<file path="src/rtl/core/scmc_pkg.sv">
// Shared types and constants for the step-charging mode controller.
`timescale 1ns / 1ps
package scmc_pkg;

	localparam int MaxSteps = 8;
	localparam int IdxW     = 3;
	localparam int CntW     = 4;

	localparam logic [1:0] OP_SAMPLE = 2'd0;
	localparam logic [1:0] OP_RESET  = 2'd1;
	localparam logic [1:0] OP_WRITE  = 2'd2;

	localparam logic [0:0] REG_STEP_COUNT = 1'd0;
	localparam logic [0:0] REG_VOLT_GAP   = 1'd1;

	localparam logic [2:0] MODE_CC        = 3'd0;
	localparam logic [2:0] MODE_CC_ADJ    = 3'd1;
	localparam logic [2:0] MODE_CV_CHECK  = 3'd2;
	localparam logic [2:0] MODE_CV_PRESET = 3'd3;
	localparam logic [2:0] MODE_CV        = 3'd4;
	localparam logic [2:0] MODE_CV_ADJ    = 3'd5;
	localparam logic [2:0] MODE_CHANGE    = 3'd6;

	localparam logic [1:0] VM_NONE = 2'd0;
	localparam logic [1:0] VM_CC   = 2'd1;
	localparam logic [1:0] VM_CV   = 2'd2;

	typedef struct packed {
		logic [1:0]  op;
		logic        charging;
		logic        cool_or_cold;
		logic        demo_mode;
		logic        phm_active;
		logic [15:0] vbat_avg;
		logic [15:0] vbat_now;
		logic [15:0] input_current;
		logic [2:0]  entry_index;
		logic [63:0] entry_word;
	} item_t;

	typedef struct packed {
		logic        step_valid;
		logic [2:0]  step_index;
		logic [2:0]  mode;
		logic        charge_votes_on;
		logic [15:0] voltage_vote;
		logic [15:0] current_vote;
		logic [1:0]  vm_source;
	} res_t;

	typedef struct packed {
		logic            en;
		logic [IdxW-1:0] addr;
		logic [63:0]     data;
	} tbl_wr_t;

endpackage

</file>
<file path="src/rtl/core/step_charge_mode_controller.sv">
// Top level of the step-charging mode controller: ports, config registers, packing.
//
// channel   dir  handshake                     payload
// s_axis    in   s_axis_tvalid/s_axis_tready   tuser op, tdata sample/table fields
// m_axis    out  m_axis_tvalid/m_axis_tready   tdata step/mode/vote state
// cfg       in   cfg_we (no wait)              cfg_index, cfg_data
//
// Table write, reset, unknown ops, held or disqualifying samples, or no steps configured: accept, then result load.
// Monitor sample with a step held: table read, up to two compares on the one shared
// comparator, result load; moving to a next step adds another table read.
// First step selection: up to 8 entries scanned, one table read per entry scanned.
// arst_n clears the controller state; the table holds garbage until written.
// A result waiting on m_axis stalls only the final load of the next item.
`timescale 1ns / 1ps
module step_charge_mode_controller
	import scmc_pkg::*;
(
	input  logic         clk,
	input  logic         arst_n,
	input  logic         s_axis_tvalid,
	output logic         s_axis_tready,
	// [0] charging, [1] cool_or_cold, [2] demo_mode, [3] phm_active,
	// [19:4] vbat_avg, [35:20] vbat_now, [51:36] input_current,
	// [54:52] entry_index, [118:55] entry_word, [119] zero
	input  logic [119:0] s_axis_tdata,
	// [1:0] op
	input  logic [1:0]   s_axis_tuser,
	output logic         m_axis_tvalid,
	input  logic         m_axis_tready,
	// [0] step_valid, [3:1] step_index, [6:4] mode, [7] charge_votes_on,
	// [23:8] voltage_vote, [39:24] current_vote, [41:40] vm_source, [47:42] zero
	output logic [47:0]  m_axis_tdata,
	input  logic         cfg_we,
	input  logic [0:0]   cfg_index,
	input  logic [9:0]   cfg_data
);

	logic [3:0]      step_count_q;
	logic [9:0]      volt_gap_q;
	item_t           item;
	res_t            res;
	tbl_wr_t         wr;
	logic [IdxW-1:0] rd_addr;
	logic [63:0]     rd_data;

	always_ff @(posedge clk or negedge arst_n) begin
		if (!arst_n) begin
			step_count_q <= 4'd1;
			volt_gap_q   <= 10'd25;
		end else if (cfg_we) begin
			case (cfg_index)
				REG_STEP_COUNT: step_count_q <= cfg_data[3:0];
				REG_VOLT_GAP:   volt_gap_q   <= cfg_data;
				default:        volt_gap_q   <= volt_gap_q;
			endcase
		end
	end

	assign item.op            = s_axis_tuser;
	assign item.charging      = s_axis_tdata[0];
	assign item.cool_or_cold  = s_axis_tdata[1];
	assign item.demo_mode     = s_axis_tdata[2];
	assign item.phm_active    = s_axis_tdata[3];
	assign item.vbat_avg      = s_axis_tdata[19:4];
	assign item.vbat_now      = s_axis_tdata[35:20];
	assign item.input_current = s_axis_tdata[51:36];
	assign item.entry_index   = s_axis_tdata[54:52];
	assign item.entry_word    = s_axis_tdata[118:55];

	assign m_axis_tdata = {6'b0, res.vm_source, res.current_vote, res.voltage_vote,
		res.charge_votes_on, res.mode, res.step_index, res.step_valid};

	scmc_table u_table (
		.clk     (clk),
		.wr      (wr),
		.rd_addr (rd_addr),
		.rd_data (rd_data)
	);

	scmc_ctrl u_ctrl (
		.clk        (clk),
		.arst_n     (arst_n),
		.in_valid   (s_axis_tvalid),
		.in_ready   (s_axis_tready),
		.item       (item),
		.out_valid  (m_axis_tvalid),
		.out_ready  (m_axis_tready),
		.res        (res),
		.step_count (step_count_q),
		.volt_gap   (volt_gap_q),
		.wr         (wr),
		.rd_addr    (rd_addr),
		.rd_data    (rd_data)
	);

endmodule

</file>
<file path="src/rtl/core/scmc_table.sv">
// Step table memory: one write port, one registered read port.
`timescale 1ns / 1ps
module scmc_table
	import scmc_pkg::*;
(
	input  logic            clk,
	input  tbl_wr_t         wr,
	input  logic [IdxW-1:0] rd_addr,
	output logic [63:0]     rd_data
);

	logic [63:0] mem [MaxSteps];

	always_ff @(posedge clk) begin
		if (wr.en) begin
			mem[wr.addr] <= wr.data;
		end
	end

	always_ff @(posedge clk) begin
		rd_data <= mem[rd_addr];
	end

endmodule

</file>
<file path="src/rtl/core/scmc_ctrl.sv">
// Sequencer with one shared signed comparator: step scan and mode walk.
`timescale 1ns / 1ps
module scmc_ctrl
	import scmc_pkg::*;
(
	input  logic            clk,
	input  logic            arst_n,
	input  logic            in_valid,
	output logic            in_ready,
	input  item_t           item,
	output logic            out_valid,
	input  logic            out_ready,
	output res_t            res,
	input  logic [3:0]      step_count,
	input  logic [9:0]      volt_gap,
	output tbl_wr_t         wr,
	output logic [IdxW-1:0] rd_addr,
	input  logic [63:0]     rd_data
);

	typedef enum logic [1:0] {S_IDLE, S_READ, S_EVAL, S_FIN} state_t;
	typedef enum logic [1:0] {PH_SCAN, PH_VOLT, PH_CURR, PH_CHOOSE} phase_t;

	state_t          state_q;
	phase_t          phase_q;
	logic [IdxW-1:0] addr_q;
	logic [15:0]     vavg_q;
	logic [15:0]     vnow_q;
	logic [15:0]     iin_q;
	logic            have_q;
	logic [IdxW-1:0] step_q;
	logic [2:0]      mode_q;
	logic            votes_q;
	logic [1:0]      vm_q;
	logic [15:0]     vvolt_q;
	logic [15:0]     vcurr_q;
	logic            out_valid_q;
	res_t            res_q;

	logic [CntW-1:0] n_steps;
	logic [CntW-1:0] next_idx;
	logic            next_ok;
	logic            scan_more;
	logic            accept;
	logic            cc_mode;
	logic [15:0]     fv;
	logic [15:0]     chg;
	logic [15:0]     ccx;
	logic [15:0]     cvx;
	logic [17:0]     cmp_a;
	logic [17:0]     cmp_b;
	logic            gt;

	assign fv  = rd_data[15:0];
	assign chg = rd_data[31:16];
	assign ccx = rd_data[47:32];
	assign cvx = rd_data[63:48];

	assign n_steps   = (step_count > CntW'(MaxSteps)) ? CntW'(MaxSteps) : step_count;
	assign scan_more = ({1'b0, addr_q} + CntW'(1)) < n_steps;
	assign next_idx  = {1'b0, step_q} + CntW'(1);
	assign next_ok   = next_idx < n_steps;
	assign cc_mode   = (mode_q == MODE_CC) || (mode_q == MODE_CC_ADJ);

	// shared compare unit
	always_comb begin
		case (phase_q)
			PH_SCAN: begin
				cmp_a = {2'b00, vavg_q};
				cmp_b = {2'b00, fv};
			end
			PH_VOLT: begin
				cmp_a = {2'b00, fv} - {8'b0, volt_gap};
				cmp_b = {2'b00, vnow_q};
			end
			default: begin
				cmp_a = {2'b00, cc_mode ? ccx : cvx};
				cmp_b = {2'b00, iin_q};
			end
		endcase
		gt = $signed(cmp_a) > $signed(cmp_b);
	end

	assign in_ready  = (state_q == S_IDLE);
	assign accept    = in_valid && in_ready;
	assign wr.en     = accept && (item.op == OP_WRITE) &&
		({1'b0, item.entry_index} < CntW'(MaxSteps));
	assign wr.addr   = item.entry_index;
	assign wr.data   = item.entry_word;
	assign rd_addr   = addr_q;
	assign out_valid = out_valid_q;
	assign res       = res_q;

	always_ff @(posedge clk or negedge arst_n) begin
		if (!arst_n) begin
			state_q     <= S_IDLE;
			phase_q     <= PH_SCAN;
			addr_q      <= '0;
			have_q      <= 1'b0;
			step_q      <= '0;
			mode_q      <= MODE_CC;
			votes_q     <= 1'b0;
			vm_q        <= VM_NONE;
			vvolt_q     <= '0;
			vcurr_q     <= '0;
			out_valid_q <= 1'b0;
		end else begin
			if (out_valid_q && out_ready && (state_q != S_FIN)) begin
				out_valid_q <= 1'b0;
			end
			case (state_q)
				S_IDLE: begin
					if (accept) begin
						vavg_q  <= item.vbat_avg;
						vnow_q  <= item.vbat_now;
						iin_q   <= item.input_current;
						state_q <= S_FIN;
						case (item.op)
							OP_SAMPLE: begin
								if (!item.charging || item.cool_or_cold || item.demo_mode) begin
									have_q  <= 1'b0;
									step_q  <= '0;
									mode_q  <= MODE_CC;
									votes_q <= 1'b0;
									vm_q    <= VM_NONE;
									vvolt_q <= '0;
									vcurr_q <= '0;
								end else if (item.phm_active) begin
									state_q <= S_FIN;
								end else if (!have_q) begin
									if (n_steps != '0) begin
										addr_q  <= '0;
										phase_q <= PH_SCAN;
										state_q <= S_READ;
									end
								end else begin
									addr_q  <= step_q;
									phase_q <= cc_mode ? PH_VOLT : PH_CURR;
									state_q <= S_READ;
								end
							end
							OP_RESET: begin
								have_q  <= 1'b0;
								step_q  <= '0;
								mode_q  <= MODE_CC;
								votes_q <= 1'b0;
								vm_q    <= VM_NONE;
								vvolt_q <= '0;
								vcurr_q <= '0;
							end
							default: begin
								state_q <= S_FIN;
							end
						endcase
					end
				end
				S_READ: begin
					state_q <= S_EVAL;
				end
				S_EVAL: begin
					state_q <= S_FIN;
					case (phase_q)
						PH_SCAN: begin
							if (scan_more && gt) begin
								addr_q  <= addr_q + IdxW'(1);
								state_q <= S_READ;
							end else begin
								vm_q    <= VM_CC;
								votes_q <= 1'b1;
								vvolt_q <= fv;
								vcurr_q <= chg;
								have_q  <= 1'b1;
								step_q  <= addr_q;
								mode_q  <= MODE_CC;
							end
						end
						PH_VOLT: begin
							if (gt) begin
								mode_q <= MODE_CC;
							end else begin
								phase_q <= PH_CURR;
								state_q <= S_EVAL;
							end
						end
						PH_CURR: begin
							case (mode_q)
								MODE_CC, MODE_CC_ADJ: begin
									mode_q <= gt ? mode_q + 3'd1 : MODE_CC;
								end
								MODE_CV_CHECK: begin
									if (gt) begin
										vm_q <= VM_NONE;
										if (next_ok) begin
											addr_q  <= next_idx[IdxW-1:0];
											phase_q <= PH_CHOOSE;
											state_q <= S_READ;
										end
									end else begin
										vm_q   <= VM_CV;
										mode_q <= MODE_CV;
									end
								end
								MODE_CV_PRESET: begin
									vm_q   <= VM_CV;
									mode_q <= MODE_CV;
								end
								MODE_CV, MODE_CV_ADJ: begin
									mode_q <= gt ? mode_q + 3'd1 : MODE_CV;
								end
								MODE_CHANGE: begin
									vm_q <= VM_NONE;
									if (next_ok) begin
										addr_q  <= next_idx[IdxW-1:0];
										phase_q <= PH_CHOOSE;
										state_q <= S_READ;
									end
								end
								default: begin
									state_q <= S_FIN;
								end
							endcase
						end
						default: begin
							vm_q    <= VM_CC;
							votes_q <= 1'b1;
							vvolt_q <= fv;
							vcurr_q <= chg;
							have_q  <= 1'b1;
							step_q  <= addr_q;
							mode_q  <= MODE_CC;
						end
					endcase
				end
				default: begin
					if (!out_valid_q || out_ready) begin
						out_valid_q           <= 1'b1;
						res_q.step_valid      <= have_q;
						res_q.step_index      <= step_q;
						res_q.mode            <= mode_q;
						res_q.charge_votes_on <= votes_q;
						res_q.voltage_vote    <= vvolt_q;
						res_q.current_vote    <= vcurr_q;
						res_q.vm_source       <= vm_q;
						state_q               <= S_IDLE;
					end
				end
			endcase
		end
	end

endmodule

</file>
<file path="config.mk">
export PLATFORM = sky130hd
export DESIGN_NAME = step_charge_mode_controller
export DESIGN_NICKNAME = d
export VERILOG_FILES = /design/src/rtl/core/scmc_pkg.sv /design/src/rtl/core/step_charge_mode_controller.sv /design/src/rtl/core/scmc_table.sv /design/src/rtl/core/scmc_ctrl.sv
export SDC_FILE = /design/constraint.sdc
export NUM_CORES = 1
export LEC_CHECK = 0
export BUFFER_PORTS_ARGS = -buffer_cell sky130_fd_sc_hd__buf_2
export CAP_MARGIN = 20
export CORE_MARGIN = 4
export CORE_UTILIZATION = 30
export CTS_BUF_LIST = sky130_fd_sc_hd__clkbuf_4 sky130_fd_sc_hd__clkbuf_8
export CTS_CLUSTER_SIZE = 28
export DETAILED_ROUTE_END_ITERATION = 10
export PLACE_DENSITY = 0.51
export SYNTH_ARGS = -nofsm -noshare
export SYNTH_HDL_FRONTEND = slang
export SYNTH_SLANG_ARGS = --single-unit
export TNS_END_PERCENT = 30
</file>
<file path="constraint.sdc">
create_clock -name clk -period 9.13 [get_ports clk]
set_clock_uncertainty 0.2 [all_clocks]
set_input_delay 1.3695 -clock clk [delete_from_list [all_inputs] [get_ports clk]]
set_output_delay 1.3695 -clock clk [all_outputs]
set_load 0.02 [all_outputs]
</file>
== After elaboration in Yosys (flattened, before gate mapping) ==
Memory sizes are Yosys's and may differ from the RTL's. A register that Yosys moved wholly into a read port is not among the register bits.
Cells that the tools add are included.
Widths: inputs -> output; s select.

* Add/subtract/negate cells: 5
* Bitwise gates (word level): 2
* Reduce and logical (&&, ||, !) cells: 32
* Order comparisons: 4
* Mux-type cells: 85
* Equal/unequal tests: 33

{| class="wikitable"
|+ Operator list
! operator !! count
|-
| $pmux 16 s2 || 6
|-
| $mux 16 || 5
|-
| $mux 3 || 17
|-
| $mux 2 || 24
|-
| $pmux 3 s2 || 7
|-
| $pmux 18 s2 || 1
|-
| $pmux 2 s2 || 6
|-
| $pmux 2 s3 || 4
|-
| $ne 3x3->1 const B || 7
|-
| $reduce_and 10->1 || 2
|-
| $gt 18x17->1 || 1
|-
| $sub 16x10->17 || 1
|-
| $ne 2x2->1 const B || 7
|-
| $pmux 3 s4 || 1
|-
| $eq 3x3->1 const B || 3
|-
| $mux 1 || 9
|-
| $pmux 3 s3 || 1
|-
| $add 3x1->4 const B || 2
|-
| $lt 4x4->1 || 2
|-
| $ne 4x4->1 const B || 2
|-
| $reduce_and 8->1 || 1
|-
| $reduce_bool 4->1 || 2
|-
| $reduce_and 7->1 || 1
|-
| $add 3x1->3 const B || 2
|-
| other kinds (23) || 47
|}

* Memories kept: 1
* Word-level logic and storage cells: 183
* Bits of input ports: 138
* Memory bits (writable): 512
* Register bits after elaboration: 152

{| class="wikitable"
|+ Memories
! memory !! depth !! width !! rd ports !! clocked after memory_dff !! wr ports !! line !! text
|-
| u_table.mem || 8 || 64 || 1 || 1 || 1 || scmc_table.sv:12 || <nowiki>logic [63:0] mem [MaxSteps];</nowiki>
|}

== Depth between registers and ports, before layout ==
* Word-level depth: 10
* Gate-level depth with buffers: 22
* Mapped depth without buffers: 20

== Cells and area by module ==
From an unflattened synthesis, not the netlist that was laid out.

* Cells, all modules: 1573
* Area total of the unflattened synthesis: 28745.1 µm²

{| class="wikitable"
|+ By module, submodules not included
! module !! seq. area each (µm²) !! cells an instance !! instances !! area an instance (µm²)
|-
| scmc_table || 16656.0 || 816 || 1 || 20547.2
|-
| scmc_ctrl || 3898.7 || 720 || 1 || 7611.0
|-
| step_charge_mode_controller || 355.3 || 37 || 1 || 586.8
|}

== Worst setup path before layout ==
Ideal clock, no wire load.

* Kind: input to register
* Start point: input port s_axis_tvalid
* End point: memory u_table.mem[0][0] (enable)
* Cell stages on the path: 4
* Path buffers: 0
* Path slack: 2.196 ns
* Data arrival time: 6.168 ns
* Cell sequence: nand2_1 nor3b_1 nand2b_1 nor3_1

* Word-level cells in the longest chain between the ends: 4

{| class="wikitable"
|+ Ends and longest elaborated chain
! item !! line !! text
|-
| from (decl) || step_charge_mode_controller.sv:20 || <nowiki>input logic s_axis_tvalid,</nowiki>
|-
| $logic_and 1x1->1 || scmc_ctrl.sv:85 || <nowiki>assign accept = in_valid && in_ready;</nowiki>
|-
| $logic_and 1x1->1 || scmc_ctrl.sv:86 || <nowiki>assign wr.en = accept && (item.op == OP_WRITE) &&</nowiki>
|-
| $mux 1 || scmc_table.sv:15 || <nowiki>if (wr.en) begin</nowiki>
|-
| $mux 1 (implied by the code) || scmc_table.sv:16 || <nowiki>mem[wr.addr] <= wr.data;</nowiki>
|-
| to (decl) || scmc_table.sv:12 ||
|}

Every way passes these cells.

== Final worst setup path ==
* Start point: register u_table.rd_data[0] (read register of u_table.mem)
* End point: register u_ctrl.vcurr_q[3]

* Word-level cells in the longest chain between the ends: 6

{| class="wikitable"
|+ Ends and longest elaborated chain
! item !! line !! text
|-
| from (decl) || scmc_table.sv:9 || <nowiki>output logic [63:0] rd_data</nowiki>
|-
| $sub 16x10->17 || scmc_ctrl.sv:73 || <nowiki>cmp_a = {2'b00, fv} - {8'b0, volt_gap};</nowiki>
|-
| $pmux 18 s2 || scmc_ctrl.sv:67 || <nowiki>case (phase_q)</nowiki>
|-
| $gt 18x17->1 (*) || scmc_ctrl.sv:81 || <nowiki>gt = $signed(cmp_a) > $signed(cmp_b);</nowiki>
|-
| $logic_and 1x1->1 (*) || scmc_ctrl.sv:164 || <nowiki>if (scan_more && gt) begin</nowiki>
|-
| $ne 3x3->1 (no line) (*) || n/a ||
|-
| $reduce_and 6->1 (no line) (*) || n/a ||
|-
| to (signal assigned) || scmc_ctrl.sv:171 || <nowiki>vcurr_q <= chg;</nowiki>
|-
| to (signal assigned) || scmc_ctrl.sv:227 || <nowiki>vcurr_q <= chg;</nowiki>
|-
| to (decl) || scmc_ctrl.sv:36 || <nowiki>logic [15:0] vcurr_q;</nowiki>
|}

Every way passes the cells marked *; elsewhere a longest branch is shown, timed or not.
A chain may end at the register's enable or synchronous reset.

==> summary.txt <==
yosys warns: 0
Layout area overhead: 17.83%
Final Hold Viols: 0
run status: finished clean
initial detailed-routing violation count: 833
post-DP HPWL: 42140 um
Clock Sinks: 728
Crit path largest cell delay: 0.59 ns
CP Cell Sequence: inv_1 -> ha_1 -> fa_1 -> nand2b_1 -> a21oi_1 -> o211ai_1 -> a21boi_0 -> o21ai_0 -> nor2b_1 -> xnor2_1 -> o21ai_0 -> ha_1 -> a21o_1 -> a21oi_1 -> o21ai_0 -> a221oi_1 -> nor4_4 -> o21ai_1 -> nand2b_2 -> a22o_1
CP endpoint kind: register
syn_area_per_cell: 19.46 um^2
I/O pins: 188
Setup Buffers After CTS: 0
RSZ-0062 raised after global routing: no
setup TNS: 0 ns
crit path time final: 5.604 ns
first-pass GRT wire length: 101700 um
DR WL met3: 4635 um
CTS tree: built
cell area after layout: 0.03295 mm^2
Die X: 313.3 um
total congestion overflow: 0
Crit-path slowest cell: a221oi_1
Synth async-reset ratio: 8.654%
FF-to-FF Start: u_table.rd_data[0]
vias in the first global route: 14962
initial core utilization: 30.37%
Total Routing Usage GR: 14.13%
Area contributors post-synth: edfxtp_1 65%, mux4_2 10%, dfrtp_1 5.3%, dfxtp_1 4.6%, mux2_2 3.3%
clk root buf: clkbuf_8
nets: 1883
Yosys top cell by area: edfxtp_1
DRC Markers: 0
Max-slew headroom: 29.88%
Initial DRT Pass Iterations: 5
Post-CTS Hold Fix Bufs: 0
Worst-path clk slew: 0.06 ns
CP max FO: 35
die area: 0.09816 mm^2
fmax: 178.4 MHz
max-capacitance violation count: 0
filler instances: 8621
r2r endpoint: u_ctrl.vcurr_q[3]
Core Box Area: 0.09208 mm^2
DR WL/cell: 23.00 um
DRT antenna net count: 0
detailed-route wire length: 70050 um
Post-Synthesis Cells: 1437
FF+latch count, synth: 728
total power: 0.009895 W
# H-tree levels: 3
Post-Layout Cell Count: 3046
commonest non-fill, non-tap cell in the layout: edfxtp_1
TritonCTS buffer count: 117
maximum VDD drop: 0.0001208 V
Slew @ Worst Pin: 1.052 ns
Worst Setup Start Kind: register
met2 WL: 31730 um
Synth cell types: 68
power per cell area: 300.3 mW/mm^2
post_cts resized: 0
die height: 313.3 um
crit path kind: reg2reg
row count: 111
cells on worst reg2reg path: 20
Reg2Reg Setup Slack: 3.53 ns
fin util: 35.78%
Top FF cell, synth: edfxtp_1
dpl cells: 2820
HP Class: in2async
Post-DP Area: 0.03040 mm^2
drt via density: 4.675
post-synth top area share: 64.54%
DRT met1 WL: 32110 um
sequential fraction of the synthesis area: 74.77%
Worst-Skew Late Latency: 0.75 ns
initial antenna violation count: 22
commonest cells after routing, fill and taps aside: 601 x edfxtp_1, 179 x buf_2, 137 x clkbuf_8, 128 x mux4_2, 82 x mux2_2
GP Congestion: 0.8172
WP data required: 9.53 ns
final worst-path cycle share: 61.38%
top sig layer: met5
Netlist Area Pre-Place: 0.02796 mm^2
Setup-failing EPs final: 0
Post-synth EDFFs: 601
PortBufs: 180
buffer depth of the longest clock path: 3
largest net degree at the start of global routing: 101
Critical Path Source: u_table.rd_data[0]
via count: 14240
ratio of cells with drive above 1 in the final layout: 36.43%
Max Slew Vio Count: 0
Leak Pwr: 11.33 nW
Arrival @ worst endpoint: 6.01 ns
CP most frequent cell: o21ai_0
-- worst max-delay path: cells and delay by family, from the launching register on --
kind                     cells  cell delay (ns)
XOR/XNOR                     1             0.13
AO/OA/AOI/OAI               11             2.75
buffers and inverters        1             0.06
flip-flops                   1             0.35
AND/OR/NAND/NOR              4             1.11
adder cells (fa/ha/maj)      3             0.81
-- routing by layer --
layer | global-route usage, % | vias up
met5 | 0 | -
met4 | 4.172 | 6
met3 | 3.540 | 119
met2 | 21.77 | 402
met1 | 19.85 | 7421
li1 | - | 6292
-- flip-flops by register name (all words and copies together) (netlist names), 2 cells and up --
| register | flops |
|---|---|
| u_ctrl.vavg_q | 16 |
| u_ctrl.phase_q | 2 |
| u_ctrl.iin_q | 16 |
| u_ctrl.step_q | 3 |
| u_ctrl.vvolt_q | 16 |
| u_ctrl.mode_q | 3 |
| u_ctrl.vm_q | 2 |
| u_ctrl.state_q | 2 |
| u_ctrl.res | 41 |
| u_table.mem | 512 |
| u_ctrl.vcurr_q | 16 |
| u_table.rd_data | 64 |
| u_ctrl.rd_addr | 3 |
| volt_gap_q | 10 |
| step_count_q | 4 |
| u_ctrl.vnow_q | 16 |
-- kinds of logic after synthesis --
group | synth area share (%)
XOR/XNOR | 0.3445
adder cells (fa/ha/maj) | 2.219
buffers and inverters | 1.579
AND/OR/NAND/NOR | 2.541
other | 0.01341
flip-flops | 74.77
AO/OA/AOI/OAI | 4.488
multiplexers | 14.04
-- how the worst max path moves through the flow --
stage,to,slack (ns),depth (start not counted)
CTS,u_ctrl.vcurr_q[0],3.40,20
detailed placement,u_ctrl.vcurr_q[5],3.45,20
finish,u_ctrl.vcurr_q[3],3.53,20
global placement,u_ctrl.vcurr_q[6],3.48,20
floorplan,u_table.mem[0][0],2.20,4
global route,u_ctrl.vcurr_q[0],3.06,20
-- per-stage QoR --
stage          setup WS, ns  hold WS [ns]
4_1_cts               3.395        0.1673
6_report              3.526        0.2454
5_1_grt               3.061        0.1980
3_5_place_dp          3.452        0.2345
2_1_floorplan         2.196        0.2253
3_3_place_gp          3.478        0.2309
-- power by group --
group	internal, W	leakage [nW]	switching (W)
sequential	0.00391	6.78	0.000305
clock	0.00169	1.36	0.00126
combinational	0.00120	3.20	0.00152
total	0.00681	11.3	0.00309
-- Yosys cell counts (27+ instances only) --
cell type	count
inv_1	31
mux4_2	128
dfxtp_1	64
mux2_2	82
o21ai_0	27
edfxtp_1	601
nand2_1	55
a21oi_1	55
nor2_1	33
a22o_1	51
clkbuf_1	33
ha_1	48
dfrtp_1	59
-- area by class of cell --
cell class / count / area (um^2) / share of cell area, %
clock buffers: 197 / 2336 / 7.089
clock inverters: 21 / 198.9 / 0.6038
repair buffers: 205 / 1104 / 3.349
multi-input cells: 612 / 6695 / 20.32
flip-flops and latches: 728 / 20920 / 63.49
well taps: 1243 / 1555 / 4.720
diodes: 8 / 20.02 / 0.06076
inverters: 32 / 120.1 / 0.3645
Power figures use the tool's default switching activity.
